<file path="src/sv/fsd_pkg.sv">
// ----------------------------------------------------------------------------
// fsd_pkg
// Shared types and constants for the frame stability detector.
// ----------------------------------------------------------------------------
package fsd_pkg;

    // Detection point store
    localparam int MAX_POINTS = 16384;
    localparam int PT_W       = $clog2(MAX_POINTS);
    localparam int FILL_W     = PT_W + 1;

    // Field widths
    localparam int PIX_W   = 16;
    localparam int MATCH_W = 15;
    localparam int STAB_W  = 8;
    localparam int SCANS_W = 16;

    // Configuration port
    localparam int CFG_IDX_W  = 4;
    localparam int CFG_DATA_W = 16;

    localparam logic [CFG_IDX_W-1:0] REG_SAME_THRESHOLD  = 4'd0;
    localparam logic [CFG_IDX_W-1:0] REG_REQUIRED_STABLE = 4'd1;

    localparam logic [MATCH_W-1:0] THRESHOLD_RESET = 15'd12400;
    localparam logic [STAB_W-1:0]  REQUIRED_RESET  = 8'd12;

    // Saturation limits and fill color
    localparam logic [PIX_W-1:0]   WHITE565  = 16'hFFFF;
    localparam logic [MATCH_W-1:0] MATCH_MAX = 15'h7FFF;
    localparam logic [STAB_W-1:0]  STAB_MAX  = 8'hFF;
    localparam logic [SCANS_W-1:0] SCANS_MAX = 16'hFFFF;

    // Item kinds
    localparam logic KIND_SAMPLE  = 1'b0;
    localparam logic KIND_RESTART = 1'b1;

    // Queue between front and back
    localparam int QDEPTH = 4;
    localparam int QPTR_W = $clog2(QDEPTH);
    localparam int QCNT_W = QPTR_W + 1;

    // Classified item handed from front to back
    typedef struct packed {
        logic restart;
        logic last;
        logic match;
    } qent_t;

    // Configuration seen by the back end
    typedef struct packed {
        logic [MATCH_W-1:0] same_threshold;
        logic [STAB_W-1:0]  required_stable;
    } cfg_t;

    // One scan result
    typedef struct packed {
        logic [MATCH_W-1:0] same_count;
        logic               scan_stable;
        logic [STAB_W-1:0]  stable_count;
        logic               finished;
        logic [SCANS_W-1:0] settle_scans;
    } result_t;

endpackage

</file>
<file path="src/sv/fsd_queue.sv">
// ----------------------------------------------------------------------------
// fsd_queue
// Short register queue of classified words between front and back.
// ----------------------------------------------------------------------------
module fsd_queue (
    input  logic           clk,
    input  logic           rst_n,
    input  logic           wr_en,
    input  fsd_pkg::qent_t wr_data,
    output logic           q_full,
    input  logic           rd_en,
    output fsd_pkg::qent_t rd_data,
    output logic           q_valid
);

    fsd_pkg::qent_t entries [fsd_pkg::QDEPTH];

    logic [fsd_pkg::QPTR_W-1:0] wr_ptr_reg, wr_ptr_next;
    logic [fsd_pkg::QPTR_W-1:0] rd_ptr_reg, rd_ptr_next;
    logic [fsd_pkg::QCNT_W-1:0] count_reg, count_next;
    logic                       do_wr;
    logic                       do_rd;

    assign q_full  = (count_reg == fsd_pkg::QCNT_W'(fsd_pkg::QDEPTH));
    assign q_valid = (count_reg != '0);
    assign do_wr   = wr_en && !q_full;
    assign do_rd   = rd_en && q_valid;
    assign rd_data = entries[rd_ptr_reg];

    // Advance pointers and count
    always_comb
    begin
        wr_ptr_next = do_wr ? wr_ptr_reg + 1'b1 : wr_ptr_reg;
        rd_ptr_next = do_rd ? rd_ptr_reg + 1'b1 : rd_ptr_reg;
        count_next  = count_reg;
        if (do_wr && !do_rd)
        begin
            count_next = count_reg + 1'b1;
        end
        else if (do_rd && !do_wr)
        begin
            count_next = count_reg - 1'b1;
        end
    end

    always_ff @(posedge clk or negedge rst_n)
    begin
        if (!rst_n)
        begin
            wr_ptr_reg <= '0;
            rd_ptr_reg <= '0;
            count_reg  <= '0;
        end
        else
        begin
            wr_ptr_reg <= wr_ptr_next;
            rd_ptr_reg <= rd_ptr_next;
            count_reg  <= count_next;
        end
    end

    // Store the incoming word
    always_ff @(posedge clk)
    begin
        if (do_wr)
        begin
            entries[wr_ptr_reg] <= wr_data;
        end
    end

endmodule

</file>
<file path="config.mk">
export PLATFORM = sky130hd
export DESIGN_NAME = fsd_queue
export DESIGN_NICKNAME = d
export VERILOG_FILES = /design/src/sv/fsd_pkg.sv /design/src/sv/fsd_queue.sv
export SDC_FILE = /design/constraint.sdc
export NUM_CORES = 1
export LEC_CHECK = 0
export ABC_AREA = 1
export BUFFER_PORTS_ARGS = -buffer_cell sky130_fd_sc_hd__buf_2
export CAP_MARGIN = 20
export CORE_ASPECT_RATIO = 0.7
export CORE_MARGIN = 3
export CORE_UTILIZATION = 30
export DETAILED_ROUTE_END_ITERATION = 16
export GPL_TIMING_DRIVEN = 0
export PLACE_DENSITY = 0.56
export SYNTH_ARGS = -nofsm -noshare
export SYNTH_HDL_FRONTEND = slang
export SYNTH_SLANG_ARGS = --single-unit
export TNS_END_PERCENT = 1
</file>
<file path="constraint.sdc">
create_clock -name clk -period 1.9 [get_ports clk]
set_input_delay 0.475 -clock clk [delete_from_list [all_inputs] [get_ports clk]]
set_output_delay 0.475 -clock clk [all_outputs]
set_load 0.02 [all_outputs]
</file>
==> results.yml <==
min_path:
  worstHoldPathType: "primary input to asynchronous set/reset pin"
detailed_routing:
  via_count: 635
  vias_per_cell: 4.35
  drt_iter0_markers: 3
  first_pass_iters: 4
  ant_nets: 0
  totalWireLength_um: 1580
  drcViolationCount: 0
  wire_per_inst_um: 10.8
floorplan:
  die_h_um: 52.9
  dieArea_um2: 3850
  ioPinCount: 12
  core_um2: 2900
  die_x_um: 72.9
  start_util: 0.324
  num_rows: 16
cells_and_area:
  fin_nets: 124
  largest_reg_flops: 12
  layout-drive-gt1-share: 0.227
  diodes: 0
  syn2layout_area_growth_pct: 18.1
  final.fill_count: 285
  post-route-util: 0.383
cts:
  cts_tree: "yes"
  clk_latency_ps: 250
  htreeDepth: 1
  clkTransAtPathRegs_ps: 70
  clock_path_buffers: 2
  numCtsBuffers: 3
  cts_sinks: 19
  cts_hold_buf: 0
  clockRootBuffer: "clkbuf_8"
worst_setup_path:
  required_ps: 2040
  crit_end: "count_reg[1]"
  crit_path_max_incr_delay_ps: 450
  crit_slowest_cell: "dfrtp_2"
  crit_path_frequent_cell: "inv_1"
  crit_path_cell_trace: "inv_2 -> nand3_4 -> nand2_4 -> inv_1 -> ha_1 -> inv_1 -> fa_1 -> nand2_1 -> o21ai_0"
  crit_buf_inv: 3
  rr_startpoint: "count_reg[0]"
  reg2reg_depth: 9
  end_kind: "flip-flop"
  crit_cells: 9
  path_class: "flip-flop to flip-flop"
  path_delay_family: "adder cells"
  r2r-end: "count_reg[1]"
  arrival_ps: 1910
  start_kind: "flip-flop"
  crit_start: "count_reg[0]"
  crit_fanout: 7
  rrSetupSlack_ps: 130
global_routing:
  overflow: 0
  antenna_found_initial: 0
  grt_pass1_vias: 570
  grt_pass1_wl_um: 2630
  grtUsageTotal: 0.0946
  grt_max_degree: 12
power:
  power_frac_comb: 0.443
  p_switching_uw: 708
  power_frac_clock: 0.160
  peakVddDrop_v: 0.000357
  seqPwrFrac: 0.396
  p_int_mw: 1.00
  powerDensity_nw_per_um2: 1540
  leakage_nw: 0.535
  swShare: 0.414
yosys:
  syn_nets: 108
  synthTopCellsByCount: "nand2_1, inv_1, edfxtp_1"
  syn_area_um2: 941
  yosys.area.top_type: "edfxtp_1"
  syn_inst: 95
  ys_types: 16
  async_flop_share: 0.368
  yosysMostFrequentCell: "nand2_1"
  synth_area_leaders: "edfxtp_1, dfrtp_1, nand2_1"
  synth_ff_type: "edfxtp_1"
  syn_avg_cell_area_um2: 9.90
  seq_area_frac_synth: 0.569
  synth_top_area_share: 0.383
  yosys_warnings: 0
  synth_edf_count: 12
  ys_ff_latch: 19
sta:
  setup_ws_ps: 126
  fin_crit_ps: 1770
  skew_ps: 4.15
  tightest_slew_ps: 263
  hold_ws_ps: 42.0
  final-max-slew-violation-count: 0
  relSlewSlack: 0.824
  finalSetupViolCount: 0
  fin_crit_sh: 0.934
  hold_viol: 0
  max_freq_mhz: 564
placed_design:
  post-place-ws_ps: 61.9
  portBuffers: 11
  dp_hpwl_um: 1240
  place.gp.congestion: 0.778
status:
  outcome: "complete, no violations"
flow_run:
  maxCapViolCount: 0
[layout by cell type, fill, tap and decap left out]
master / synthesis / layout
inv_1: 20 / 19
dfrtp_2: 0 / 1
xnor2_1: 1 / 1
nand2_1: 25 / 24
fa_1: 1 / 1
ha_1: 5 / 5
nand2_2: 1 / 1
dfrtp_1: 7 / 6
o211ai_1: 6 / 6
nand4_1: 1 / 1
nand3_4: 0 / 2
nor2_1: 4 / 4
buf_6: 1 / 1
clkinv_2: 0 / 1
nand2_4: 0 / 1
clkbuf_8: 0 / 3
nand3_1: 5 / 5
o21ai_0: 1 / 1
edfxtp_1: 12 / 12
inv_2: 3 / 4
buf_2: 0 / 11
[stage by stage]
| stage | std cells | power, mW | TNS, ps | instance area (µm²) |
|---|---|---|---|---|
| floorplan | 95 | 1.22 | 0 | 941 |
| global placement | 142 | 1.38 | 0 | 1040 |
| detailed placement | 142 | 1.41 | 0 | 1040 |
| CTS | 146 | 1.69 | 0 | 1090 |
| global route | 146 | 1.87 | -3.35 | 1110 |
| finish | 146 | 1.71 | 0 | 1110 |
[worst min path at each step]
stage,startpoint,endpoint,depth (start not counted)
floorplan,rst_n,count_reg[0],0
global placement,rst_n,count_reg[2],1
detailed placement,rst_n,count_reg[2],1
CTS,rst_n,count_reg[2],1
global route,rst_n,count_reg[2],1
finish,rst_n,count_reg[2],1
[power by group through the flow]
stage,Clock [mW],Combinational (mW),Sequential (mW)
2_1_floorplan,0,0.561,0.656
3_3_place_gp,0,0.708,0.674
3_5_place_dp,0,0.736,0.679
4_1_cts,0.283,0.736,0.671
5_1_grt,0.296,0.875,0.697
6_report,0.274,0.758,0.678
[repair_timing]
item,4_1_cts,5_1_grt
resized for setup,0,6
setup endpoints to repair,0,2
setup buffers,0,0
[cell families after synthesis]
logic type / after synthesis / share of synthesized area
XOR/XNOR: 1 / 0.00931
AO/OA/AOI/OAI: 7 / 0.0532
AND/OR/NAND/NOR: 38 / 0.177
buffers and inverters: 24 / 0.104
adder cells (fa/ha/maj): 6 / 0.0878
flip-flops: 19 / 0.569
[cell type report]
cell class	instances	area, µm²	area share
inverters	23	86.3	0.0777
well taps	36	45.0	0.0405
clock buffers	3	41.3	0.0372
repair buffers	11	55.1	0.0495
clock inverters	1	5.00	0.00450
plain buffers	1	11.3	0.0101
multi-input cells	52	330	0.297
flip-flops and latches	19	537	0.483
[metal layers]
layer / track usage / wire length [µm] / vias up
met3: 0.0304 / 82 / 2
met4: 0.0460 / 24 / 0
met5: 0 / 0 / -
met2: 0.147 / 723 / 11
li1: - / - / 335
met1: 0.119 / 751 / 287
No activity file was read; power rests on OpenSTA's default activity.
