==> config.mk <==
export PLATFORM = sky130hd
export DESIGN_NAME = fsd_back
export DESIGN_NICKNAME = d
export VERILOG_FILES = /design/src/sv/fsd_pkg.sv /design/src/sv/fsd_back.sv
export SDC_FILE = /design/constraint.sdc
export NUM_CORES = 1
export LEC_CHECK = 0
export ABC_CLOCK_PERIOD_IN_PS = 6300
export BUFFER_PORTS_ARGS = -buffer_cell sky130_fd_sc_hd__buf_2
export CORE_ASPECT_RATIO = 2
export CORE_MARGIN = 3
export CORE_UTILIZATION = 58
export DETAILED_ROUTE_END_ITERATION = 12
export PLACE_DENSITY = 0.85
export SETUP_SLACK_MARGIN = 0.15
export SLEW_MARGIN = 20
export SYNTH_ARGS = -nofsm -noshare
export SYNTH_HDL_FRONTEND = slang
export SYNTH_SLANG_ARGS = --single-unit
==> constraint.sdc <==
create_clock -name clk -period 6.3 [get_ports clk]
set_input_delay 0.945 -clock clk [delete_from_list [all_inputs] [get_ports clk]]
set_output_delay 0.945 -clock clk [all_outputs]
set_load 0.02 [all_outputs]
==> src/sv/fsd_pkg.sv <==
// ----------------------------------------------------------------------------
// fsd_pkg
// Shared types and constants for the frame stability detector.
// ----------------------------------------------------------------------------
package fsd_pkg;

    // Detection point store
    localparam int MAX_POINTS = 16384;
    localparam int PT_W       = $clog2(MAX_POINTS);
    localparam int FILL_W     = PT_W + 1;

    // Field widths
    localparam int PIX_W   = 16;
    localparam int MATCH_W = 15;
    localparam int STAB_W  = 8;
    localparam int SCANS_W = 16;

    // Configuration port
    localparam int CFG_IDX_W  = 4;
    localparam int CFG_DATA_W = 16;

    localparam logic [CFG_IDX_W-1:0] REG_SAME_THRESHOLD  = 4'd0;
    localparam logic [CFG_IDX_W-1:0] REG_REQUIRED_STABLE = 4'd1;

    localparam logic [MATCH_W-1:0] THRESHOLD_RESET = 15'd12400;
    localparam logic [STAB_W-1:0]  REQUIRED_RESET  = 8'd12;

    // Saturation limits and fill color
    localparam logic [PIX_W-1:0]   WHITE565  = 16'hFFFF;
    localparam logic [MATCH_W-1:0] MATCH_MAX = 15'h7FFF;
    localparam logic [STAB_W-1:0]  STAB_MAX  = 8'hFF;
    localparam logic [SCANS_W-1:0] SCANS_MAX = 16'hFFFF;

    // Item kinds
    localparam logic KIND_SAMPLE  = 1'b0;
    localparam logic KIND_RESTART = 1'b1;

    // Queue between front and back
    localparam int QDEPTH = 4;
    localparam int QPTR_W = $clog2(QDEPTH);
    localparam int QCNT_W = QPTR_W + 1;

    // Classified item handed from front to back
    typedef struct packed {
        logic restart;
        logic last;
        logic match;
    } qent_t;

    // Configuration seen by the back end
    typedef struct packed {
        logic [MATCH_W-1:0] same_threshold;
        logic [STAB_W-1:0]  required_stable;
    } cfg_t;

    // One scan result
    typedef struct packed {
        logic [MATCH_W-1:0] same_count;
        logic               scan_stable;
        logic [STAB_W-1:0]  stable_count;
        logic               finished;
        logic [SCANS_W-1:0] settle_scans;
    } result_t;

endpackage

==> src/sv/fsd_back.sv <==
// ----------------------------------------------------------------------------
// fsd_back
// Counts matches per scan, applies the stable-counter rules, detects finish
// and holds the result word until it is popped.
// ----------------------------------------------------------------------------
module fsd_back (
    input  logic             clk,
    input  logic             rst_n,
    input  fsd_pkg::cfg_t    cfg,
    input  logic             q_valid,
    input  fsd_pkg::qent_t   q_data,
    output logic             q_pop,
    input  logic             pop,
    output logic             empty,
    output fsd_pkg::result_t result
);

    logic [fsd_pkg::MATCH_W-1:0] match_reg, match_next;
    logic [fsd_pkg::STAB_W-1:0]  stab_reg, stab_next;
    logic [fsd_pkg::SCANS_W-1:0] scans_reg, scans_next;
    logic                        done_reg, done_next;
    logic                        out_valid_reg, out_valid_next;
    fsd_pkg::result_t            res_reg, res_next;

    logic                        take;
    logic                        work;
    logic [fsd_pkg::MATCH_W-1:0] match_inc;
    logic                        stable;
    logic [fsd_pkg::STAB_W-1:0]  stab_upd;
    logic [fsd_pkg::SCANS_W-1:0] scans_upd;
    logic                        fin;
    logic [fsd_pkg::SCANS_W-1:0] req_ext;

    // Consume a word whenever the result slot is free or draining
    assign q_pop = q_valid && (!out_valid_reg || pop);
    assign take  = q_pop;
    assign work  = take && !q_data.restart && !done_reg;

    // Per-scan arithmetic
    assign req_ext   = {{(fsd_pkg::SCANS_W-fsd_pkg::STAB_W){1'b0}}, cfg.required_stable};
    assign match_inc = (q_data.match && match_reg != fsd_pkg::MATCH_MAX)
                       ? match_reg + 1'b1 : match_reg;
    assign stable    = match_inc >= cfg.same_threshold;
    assign scans_upd = (scans_reg != fsd_pkg::SCANS_MAX) ? scans_reg + 1'b1 : scans_reg;

    always_comb
    begin
        if (!stable)
        begin
            stab_upd = (stab_reg == '0) ? fsd_pkg::STAB_W'(1) : '0;
        end
        else
        begin
            stab_upd = (stab_reg != fsd_pkg::STAB_MAX) ? stab_reg + 1'b1 : stab_reg;
        end
    end

    assign fin = stable && (stab_upd >= cfg.required_stable);

    // Update scan state
    always_comb
    begin
        match_next = match_reg;
        stab_next  = stab_reg;
        scans_next = scans_reg;
        done_next  = done_reg;
        if (take && q_data.restart)
        begin
            match_next = '0;
            stab_next  = '0;
            scans_next = '0;
            done_next  = 1'b0;
        end
        else if (work)
        begin
            if (q_data.last)
            begin
                match_next = '0;
                stab_next  = stab_upd;
                scans_next = scans_upd;
                done_next  = fin;
            end
            else
            begin
                match_next = match_inc;
            end
        end
    end

    // Load or drain the result slot
    always_comb
    begin
        out_valid_next = out_valid_reg && !pop;
        res_next       = res_reg;
        if (work && q_data.last)
        begin
            out_valid_next        = 1'b1;
            res_next.same_count   = match_inc;
            res_next.scan_stable  = stable;
            res_next.stable_count = stab_upd;
            res_next.finished     = fin;
            res_next.settle_scans = (fin && scans_upd >= req_ext) ? scans_upd - req_ext : '0;
        end
    end

    always_ff @(posedge clk or negedge rst_n)
    begin
        if (!rst_n)
        begin
            match_reg     <= '0;
            stab_reg      <= '0;
            scans_reg     <= '0;
            done_reg      <= 1'b0;
            out_valid_reg <= 1'b0;
        end
        else
        begin
            match_reg     <= match_next;
            stab_reg      <= stab_next;
            scans_reg     <= scans_next;
            done_reg      <= done_next;
            out_valid_reg <= out_valid_next;
        end
    end

    always_ff @(posedge clk)
    begin
        res_reg <= res_next;
    end

    assign empty  = !out_valid_reg;
    assign result = res_reg;

endmodule

==> out/qor.txt, run 1 <==
Status - complete, no violations
Area grow syn2layout - 15.0%
Fill count - 657
Element type at the critical path end - flop
Gr ovfl total - 0
Fin crit period - 5690 ps
Pre-CTS worst setup slack - 753 ps
Worst Hold Endpoint - out_valid_reg
Later-pin clock latency in the skew report - 340 ps
Largest net degree at the start of global routing - 42
P per Cell Area - 222 mW/mm^2
CTS Buf Count - 9
Type of element launching the critical path - flop
Max Cap Violations - 0
Slew headroom - 30.5%
Yosys warning total - 0
Starting DRC count in detailed routing - 456
HP Start - out_valid_reg
Port Buf Inserts - 72
RSZ-0062 raised after global routing - false
Total core area - 0.00865 mm^2
Placed Cells - 665
Seq/Total Area, Yosys - 44.0%
Post-CTS Hold Fix Bufs - 0
Net Count, Synth - 572
Static Leak - 0.00278 uW
Fin. Hold Viols - 0
Pin slew with the least headroom to its limit - 1040 ps
Worst min-delay path category - reg -> reg
Asr flop ratio synth - 50.0%
CTS tree - done
Post-route insts no fill - 681
R2R Setup Slk - 610 ps
Commonest cells after routing, fill and taps aside - 72 x buf_2, 43 x nand2_1, 41 x dfrtp_1, 41 x edfxtp_1, 39 x inv_1
Worst reg2reg startpoint - match_reg[4]
Initial antenna violation count - 0
DRC errors left - 0
Worst hold margin - 520 ps
Global-route wire length before repair - 21000 um
Die Y - 139 um
Hold Crit Depth - 2
Peak VDD IR - 135 uV
Synth Instances - 506
Post-synth cell types - 62
Avg Cell Area, Syn - 10.1 um^2
EDFF count, synth - 41
Share of layout cells above drive strength 1 - 20.3%
Initial core utilization - 59.3%
Critical path type - reg -> reg
Die width - 72.5 um
Gr usage total - 27.0%
Fmax - 0.176 GHz
Placement Rows - 48
Ys flop type - edfxtp_1
Post-CTS setup buffers - 0
Most common cell after layout, fill and taps aside - buf_2
Post_cts resized - 0
Max reg flops - 41
Drt first pass iters - 7
ANT nets after route - 0
Worst Path Arrival - 5780 ps
Sequential cell area - 0.00226 mm^2
Worst EP required - 6400 ps
Die area - 0.0101 mm^2
Routability cong. - 0.880
CTS HTree Levels - 3
Detail Placement HPWL - 9610 um
Area of the multi-input gates - 0.00263 mm^2
Layout Nets - 642
CTS clk-pin slew, worst paths - 60 ps
Crit-path max FO - 17
Launch point of the worst path - match_reg[4]
DR WL/cell - 19.2 um
TritonCTS Sinks - 82
Root Buffer - clkbuf_16
Avg Vias per Cell - 6.34
Detailed-route via count - 4316
Ant diodes - 0
Slack of the critical path - 611 ps
Reg2reg end - result[5]
Worst R2R Path Depth - 22
Slew Viols, Final - 0
Final setup fails - 0
Worst Skew - 8.11 ps
Final wirelength - 13100 um
Vias in the first global route - 4373
Synth Cell Area - 0.00513 mm^2
Final Cycle Share - 90.3%
CTS max path bufs - 2
Io pins - 73
Synth Register Bits - 82
Setup tns final - 0 ps
==> synthesized netlist by cell type (3+ instances only) <==
cell type	instances	area, um^2
nor2_1	36	135
and3_1	13	81.3
mux2i_1	4	40.0
nand2b_1	6	37.5
xor2_1	13	114
nor3_1	12	60.1
inv_1	40	150
o31ai_1	18	135
a31oi_1	4	25.0
clkbuf_1	13	48.8
ha_1	35	438
buf_6	3	33.8
xnor2_1	20	175
nand4_1	12	75.1
o21a_1	5	37.5
a22o_1	8	70.1
a32o_1	4	40.0
o31a_1	3	26.3
nand2_1	43	161
o21bai_1	3	22.5
nor3_2	9	90.1
dfrtp_1	41	1030
edfxtp_1	41	1230
o21ai_0	31	155
nor2b_1	5	31.3
nand3_1	18	90.1
o41ai_1	3	26.3
a21oi_1	10	50.1
a21o_1	11	82.6
==> where the power goes <==
group	switching (uW)	leakage, uW	total, uW	internal, uW
clock	217	0.000167	604	387
sequential	6.69	0.000967	578	571
combinational	80.9	0.00165	127	46.2
total	304	0.00278	1310	1000
==> metal layers <==
metal | GRT usage, % | routed length, um
met1 | 27.3 | 4420
met2 | 49.0 | 7230
met3 | 4.06 | 728
met4 | 17.9 | 710
met5 | 0 | 0
==> area by class of cell <==
cell class	count	area share (%)
repair buffers	77	6.74
flip-flops and latches	82	38.2
inverters	40	2.54
multi-input cells	366	44.6
well taps	100	2.12
clock inverters	7	1.97
clock buffers	9	3.81
==> metrics by stage <==
stage                     area [um^2]  utilization [%]  total power [uW]
after floorplan                  5130                -               664
after global placement           5560             64.3               708
after detailed placement         5560             64.3               714
after CTS                        5900             68.3              1310
after global routing             5900             68.3              1350
final                            5900             68.3              1310
==> worst max path at each step <==
stage                     slack (ps)  cells past startpoint   endpoint
after floorplan                  860                     21  result[0]
after global placement           860                     22  result[5]
after detailed placement         750                     22  result[5]
after CTS                        650                     22  result[5]
after global routing             350                     22  result[5]
final                            610                     22  result[5]
==> kinds of logic after synthesis <==
family          after synthesis  synth area share [%]
simple gates                176                  19.3
fa+ha+maj                    36                  8.92
mux                           7                  1.49
xor+xnor                     33                  5.63
flops                        82                  44.0
compound gates              114                  15.9
buf+inv                      58                  4.73
==> critical path, cell delays in order, from the launching register on <==
cell and delay [ps]:
dfrtp_1 430, nand2_1 160, or4_4 600, o211ai_2 370, nor2_1 140, xor2_1 220, ha_1 280, a21o_1 190
a221o_1 330, a31oi_1 220, o311ai_1 200, nand2_1 140, mux2_2 340, ha_1 260, nand2b_1 140, a21o_1 180
a21oi_1 180, o21ai_0 120, o31a_1 240, o211ai_1 170, buf_4 270, inv_1 70, and4b_1 200
No activity file was read; power rests on OpenSTA's default activity.
==> inputs of run 2 (changes only) <==
--- a/config.mk
+++ b/config.mk
@@ -7,11 +7,13 @@
 export LEC_CHECK = 0
 export ABC_CLOCK_PERIOD_IN_PS = 6300
 export BUFFER_PORTS_ARGS = -buffer_cell sky130_fd_sc_hd__buf_2
+export CELL_PAD_IN_SITES_DETAIL_PLACEMENT = 1
+export CELL_PAD_IN_SITES_GLOBAL_PLACEMENT = 1
 export CORE_ASPECT_RATIO = 2
 export CORE_MARGIN = 3
-export CORE_UTILIZATION = 58
+export CORE_UTILIZATION = 45
 export DETAILED_ROUTE_END_ITERATION = 12
-export PLACE_DENSITY = 0.85
+export PLACE_DENSITY = 0.84
 export SETUP_SLACK_MARGIN = 0.15
 export SLEW_MARGIN = 20
 export SYNTH_ARGS = -nofsm -noshare
==> run 2 against run 1 <==
Design area rose by 1.2%; power up 1.4%; clock-buffer cell count up 1; clock power rose by 2%; wire length is 24% higher; non-clock buffer count rose by 1; sequential share of layout area down 0.45 points; worst hold slack better by 21 ps; critical path type unchanged; largest cell class unchanged; highest routed layer unchanged.
==> out/qor.txt, run 2 (synthesis results as in run 1) <==
Status - complete, no violations
Fin. Hold Viols - 0
Area grow syn2layout - 16.4%
Post-route design area - 0.00597 mm^2
Static Leak - 0.00278 uW
Element type at the critical path end - flop
Final setup fails - 0
Max Cap Violations - 0
Worst R2R Path Depth - 24
Global-route wire length before repair - 25200 um
CP bufs+invs - 2
Worst min-delay path category - reg -> reg
ANT nets after route - 0
Root Buffer - clkbuf_16
Detail Placement HPWL - 11600 um
Setup tns final - 0 ps
Peak VDD IR - 141 uV
Crit-path max cell delay - 600 ps
Gr ovfl total - 0
Max reg flops - 41
Placement Cell Area - 0.00562 mm^2
Critical path type - reg -> reg
RSZ-0062 raised after global routing - false
Largest net degree at the start of global routing - 42
TritonCTS Sinks - 82
Type of element launching the critical path - flop
Worst Path Arrival - 6020 ps
CTS HTree Levels - 3
Share of layout cells above drive strength 1 - 20.6%
CTS clk-pin slew, worst paths - 60 ps
Crit-path max FO - 17
R2R Setup Slk - 370 ps
CTS tree - done
Most common cell after layout, fill and taps aside - buf_2
CTS max path bufs - 2
Starting DRC count in detailed routing - 245
Gr usage total - 26.5%
Fmax - 0.169 GHz
DR WL/cell - 22.5 um
Later-pin clock latency in the skew report - 350 ps
Pre-CTS worst setup slack - 577 ps
CP top delay family - compound AO/OA/AOI/OAI gates
Crit path max-delay cell type - or4_4
Io pins - 73
Detailed-route via count - 4374
DRC errors left - 0
Die Y - 157 um
Power, Total - 1330 uW
Final wirelength - 16200 um
Slew headroom - 29.8%
P per Cell Area - 222 mW/mm^2
Crit path depth - 24
CP endpoint - result[5]
Die area - 0.0128 mm^2
Worst Skew - 7.32 ps
Placement Rows - 54
Total core area - 0.0110 mm^2
Commonest cells after routing, fill and taps aside - 71 x buf_2, 43 x nand2_1, 41 x dfrtp_1, 41 x edfxtp_1, 39 x inv_1
Avg Vias per Cell - 6.06
Port Buf Inserts - 72
Drt first pass iters - 4
Initial antenna violation count - 0
Routability cong. - 0.898
Die width - 81.5 um
Vias in the first global route - 4704
Ant diodes - 0
Pin slew with the least headroom to its limit - 1050 ps
CTS Buf Count - 9
Layout Nets - 643
Worst EP required - 6400 ps
Initial core utilization - 46.6%
Slack of the critical path - 373 ps
Final Cycle Share - 94.1%
Worst reg2reg startpoint - match_reg[4]
CP cell instances - nand2_1 -> or4_4 -> o211ai_2 -> nor2_1 -> and3_1 -> xor2_1 -> ha_1 -> a21o_1 -> a21oi_1 -> nor2b_1 -> o21ai_0 -> o311ai_2 -> nand2_1 -> mux2_2 -> ha_1 -> nand2b_1 -> a21o_1 -> a21oi_1 -> o21ai_0 -> o31a_1 -> o211ai_1 -> buf_4 -> inv_1 -> and4b_1
Reg2reg end - result[5]
Slew Viols, Final - 0
Fin crit period - 5930 ps
Launch point of the worst path - match_reg[4]
## run 2: area by class of cell
cell class / instances / area (um^2)
fillers: 1243 / 5040
multi-input cells: 366 / 2640
flip-flops and latches: 82 / 2260
repair buffers: 78 / 408
clock buffers: 10 / 229
well taps: 140 / 175
inverters: 40 / 150
clock inverters: 6 / 115
## run 2: where the power goes
group | total, uW | switching (uW) | internal, uW
Combinational | 132 | 85.4 | 46.6
Clock | 617 | 228 | 389
Sequential | 578 | 7.25 | 571
Total | 1330 | 321 | 1010
## run 2: routing by layer
metal / part of all wire (%) / GRT usage, % / vias up
met4: 5.6 / 15.1 / 0
met2: 57 / 50.2 / 139
met3: 3.5 / 4.12 / 54
met1: 34 / 25.9 / 2189
li1: - / - / 1992
met5: 0 / 0 / -
## run 2: per-stage QoR
stage	std cells	utilization [%]	hold WS, ps
2_1_floorplan	506	-	465
3_3_place_gp	706	51.0	483
3_5_place_dp	706	51.0	522
4_1_cts	722	54.2	544
5_1_grt	722	54.2	580
6_report	722	54.2	542
## run 2: worst min path at each step
stage	start	end	cells past startpoint
after floorplan	out_valid_reg	out_valid_reg	2
after CTS	out_valid_reg	out_valid_reg	2
after global routing	scans_reg[1]	scans_reg[1]	1
after global placement	out_valid_reg	out_valid_reg	2
final	out_valid_reg	out_valid_reg	2
after detailed placement	done_reg	done_reg	2
## run 2: timing repair
item	4_1_cts	5_1_grt
setup buffers	0	0
hold buffers	0	0
endpoints found under the setup margin	0	1
endpoints found under the hold margin	0	0
resized for setup	0	1
## run 2: worst register-to-register path, delay by kind of cell, from the launching register on
family	cells	cell delay [ps]
adders and majority gates	2	510
muxes	1	340
xor gates and xnor gates	1	200
and+or+nand+nor	8	1750
DFF	1	420
buffers and inverters	2	390
AOI/OAI and AO/OA	10	2080
==> inputs of run 3 (changes only) <==
--- a/config.mk
+++ b/config.mk
@@ -13,7 +13,7 @@
 export CORE_MARGIN = 3
 export CORE_UTILIZATION = 45
 export DETAILED_ROUTE_END_ITERATION = 12
-export PLACE_DENSITY = 0.84
+export PLACE_DENSITY_LB_ADDON = 0.1
 export SETUP_SLACK_MARGIN = 0.15
 export SLEW_MARGIN = 20
 export SYNTH_ARGS = -nofsm -noshare
==> run 3 against run 2 <==
Clock skew decreased by 0.62 ps; critical path depth decreased by 2; worst hold slack got worse by 16 ps; via count decreased by 3.1%; critical endpoint is now result[15]; clock-buffer cell count increased by 2; design area about the same; utilization about the same; largest cell class unchanged; final cell count increased by 0.14%; first-iteration DRC count decreased by 2.9%; worst setup slack improved by 380 ps; wire length decreased by 5.2%; non-clock buffer count increased by 1.
==> out/qor.txt, run 3 (synthesis results as in run 1) <==
Post-CTS setup buffers - 0
Static Leak - 0.00279 uW
Vias in the first global route - 4673
Fmax - 0.180 GHz
CTS Buf Count - 9
CTS tree - done
Routability cong. - 0.859
Final Cycle Share - 88.1%
Avg Vias per Cell - 5.86
CTS HTree Levels - 3
Pin slew with the least headroom to its limit - 831 ps
Commonest cells after routing, fill and taps aside - 71 x buf_2, 43 x nand2_1, 41 x dfrtp_1, 41 x edfxtp_1, 39 x inv_1
Die area - 0.0128 mm^2
Worst Path Arrival - 5600 ps
Placement Rows - 54
Element type at the critical path end - flop
Setup tns final - 0 ps
Max Cap Violations - 0
Gr ovfl total - 0
CTS clk-pin slew, worst paths - 70 ps
Critical path type - reg -> reg
Most common cell after layout, fill and taps aside - buf_2
Type of element launching the critical path - flop
RSZ-0062 raised after global routing - false
Worst EP required - 6360 ps
CP bufs+invs - 1
Post_cts resized - 0
Gr usage total - 25.5%
Largest net degree at the start of global routing - 42
TritonCTS Sinks - 82
Status - complete, no violations
Detailed-route via count - 4238
Layout Nets - 644
Fin crit period - 5550 ps
Global-route wire length before repair - 24200 um
CP cell instances - nand2_1 -> or4_4 -> o211ai_2 -> nor2_1 -> nand3_1 -> xnor2_1 -> ha_1 -> a21o_1 -> a21o_1 -> nor2_1 -> o311ai_1 -> nand2_1 -> mux2_2 -> ha_1 -> nand2b_1 -> a21o_1 -> a21oi_1 -> o21ai_0 -> o31a_1 -> o211ai_1 -> buf_4 -> nor3_1
Reg2reg end - result[15]
Worst reg2reg startpoint - match_reg[4]
Crit-path max cell delay - 580 ps
Die width - 81.5 um
Worst min-delay path category - reg -> reg
Total core area - 0.0110 mm^2
Detail Placement HPWL - 11800 um
Initial antenna violation count - 0
Post-CTS Hold Fix Bufs - 0
Io pins - 73
Worst R2R Path Depth - 22
Die Y - 157 um
DRC errors left - 0
Worst Skew - 6.70 ps
Later-pin clock latency in the skew report - 340 ps
Final wirelength - 15400 um
Drt first pass iters - 4
Crit path max-delay cell type - or4_4
ANT nets after route - 0
Crit-path max FO - 16
Fin. Hold Viols - 0
CTS max path bufs - 2
Slew headroom - 44.5%
P per Cell Area - 223 mW/mm^2
DR WL/cell - 21.3 um
Hold Crit Depth - 2
Initial core utilization - 46.6%
Root Buffer - clkbuf_16
Worst hold margin - 525 ps
Final setup fails - 0
Area grow syn2layout - 16.4%
HP Start - done_reg
Starting DRC count in detailed routing - 238
Max reg flops - 41
Peak VDD IR - 127 uV
Fill count - 1296
Worst path most repeated cell - a21o_1
Ant diodes - 0
Share of layout cells above drive strength 1 - 20.4%
CP top delay family - compound AO/OA/AOI/OAI gates
Worst Hold Endpoint - done_reg
Slew Viols, Final - 0
R2R Setup Slk - 750 ps
Port Buf Inserts - 72
## run 3: cell count changes in the layout (fill, tap and decap cells not counted)
cell,before,now
o311ai_1,0,1
clkbuf_1,1,2
clkinvlp_4,1,0
clkinv_4,2,1
buf_4,7,8
o311ai_2,1,0
clkbuf_8,0,1
## run 3: per-layer routing
metal | routed length [um] | track usage (%) | vias up
li1 | - | - | 1996
met1 | 5010 | 23.4 | 2135
met2 | 9370 | 51.9 | 77
met3 | 349 | 2.81 | 30
met4 | 652 | 12.2 | 0
met5 | 0 | 0 | -
## run 3: power by group
group          internal, uW  leakage, uW  switching, uW  total (uW)
clock                   400     0.000167            221         620
sequential              571     0.000967           7.33         579
combinational          47.8      0.00166           86.2         134
total                  1020      0.00279            314        1330
## run 3: final cells by class
type / instances / area, um^2 / share of cell area [%]
Multi-Input combinational cell: 366 / 2630 / 44.1
Sequential cell: 82 / 2260 / 37.8
Inverter: 40 / 150 / 2.51
Tap cell: 140 / 175 / 2.93
Clock inverter: 4 / 98.8 / 1.65
Timing Repair Buffer: 79 / 415 / 6.95
Clock buffer: 12 / 246 / 4.12
## run 3: worst register-to-register path: cells and delay by family (launching register included)
kind / cells / cell delay [ps]
AOI/OAI and AO/OA: 9 / 1840
buffers and inverters: 1 / 290
xor gates and xnor gates: 1 / 170
DFF: 1 / 420
muxes: 1 / 350
adders and majority gates: 2 / 550
and+or+nand+nor: 8 / 1630
## run 3: worst max path at each step
| stage | startpoint | end | slack (ps) | cells after the start |
|---|---|---|---|---|
| final | match_reg[4] | result[15] | 750 | 22 |
| after global routing | match_reg[8] | result[7] | 310 | 21 |
| after CTS | match_reg[4] | result[7] | 720 | 22 |
| after detailed placement | q_data[0] | result[7] | 670 | 21 |
| after global placement | q_data[0] | result[7] | 730 | 21 |
| after floorplan | match_reg[4] | result[0] | 860 | 21 |
## run 3: stage by stage
stage	area (um^2)	cells	worst slack (ps)	util, %	total power, uW
2_1_floorplan	5130	506	860	-	664
3_3_place_gp	5630	707	725	51.1	717
3_5_place_dp	5630	707	668	51.1	724
4_1_cts	5970	723	715	54.2	1340
5_1_grt	5980	723	312	54.3	1380
6_report	5980	723	751	54.3	1330
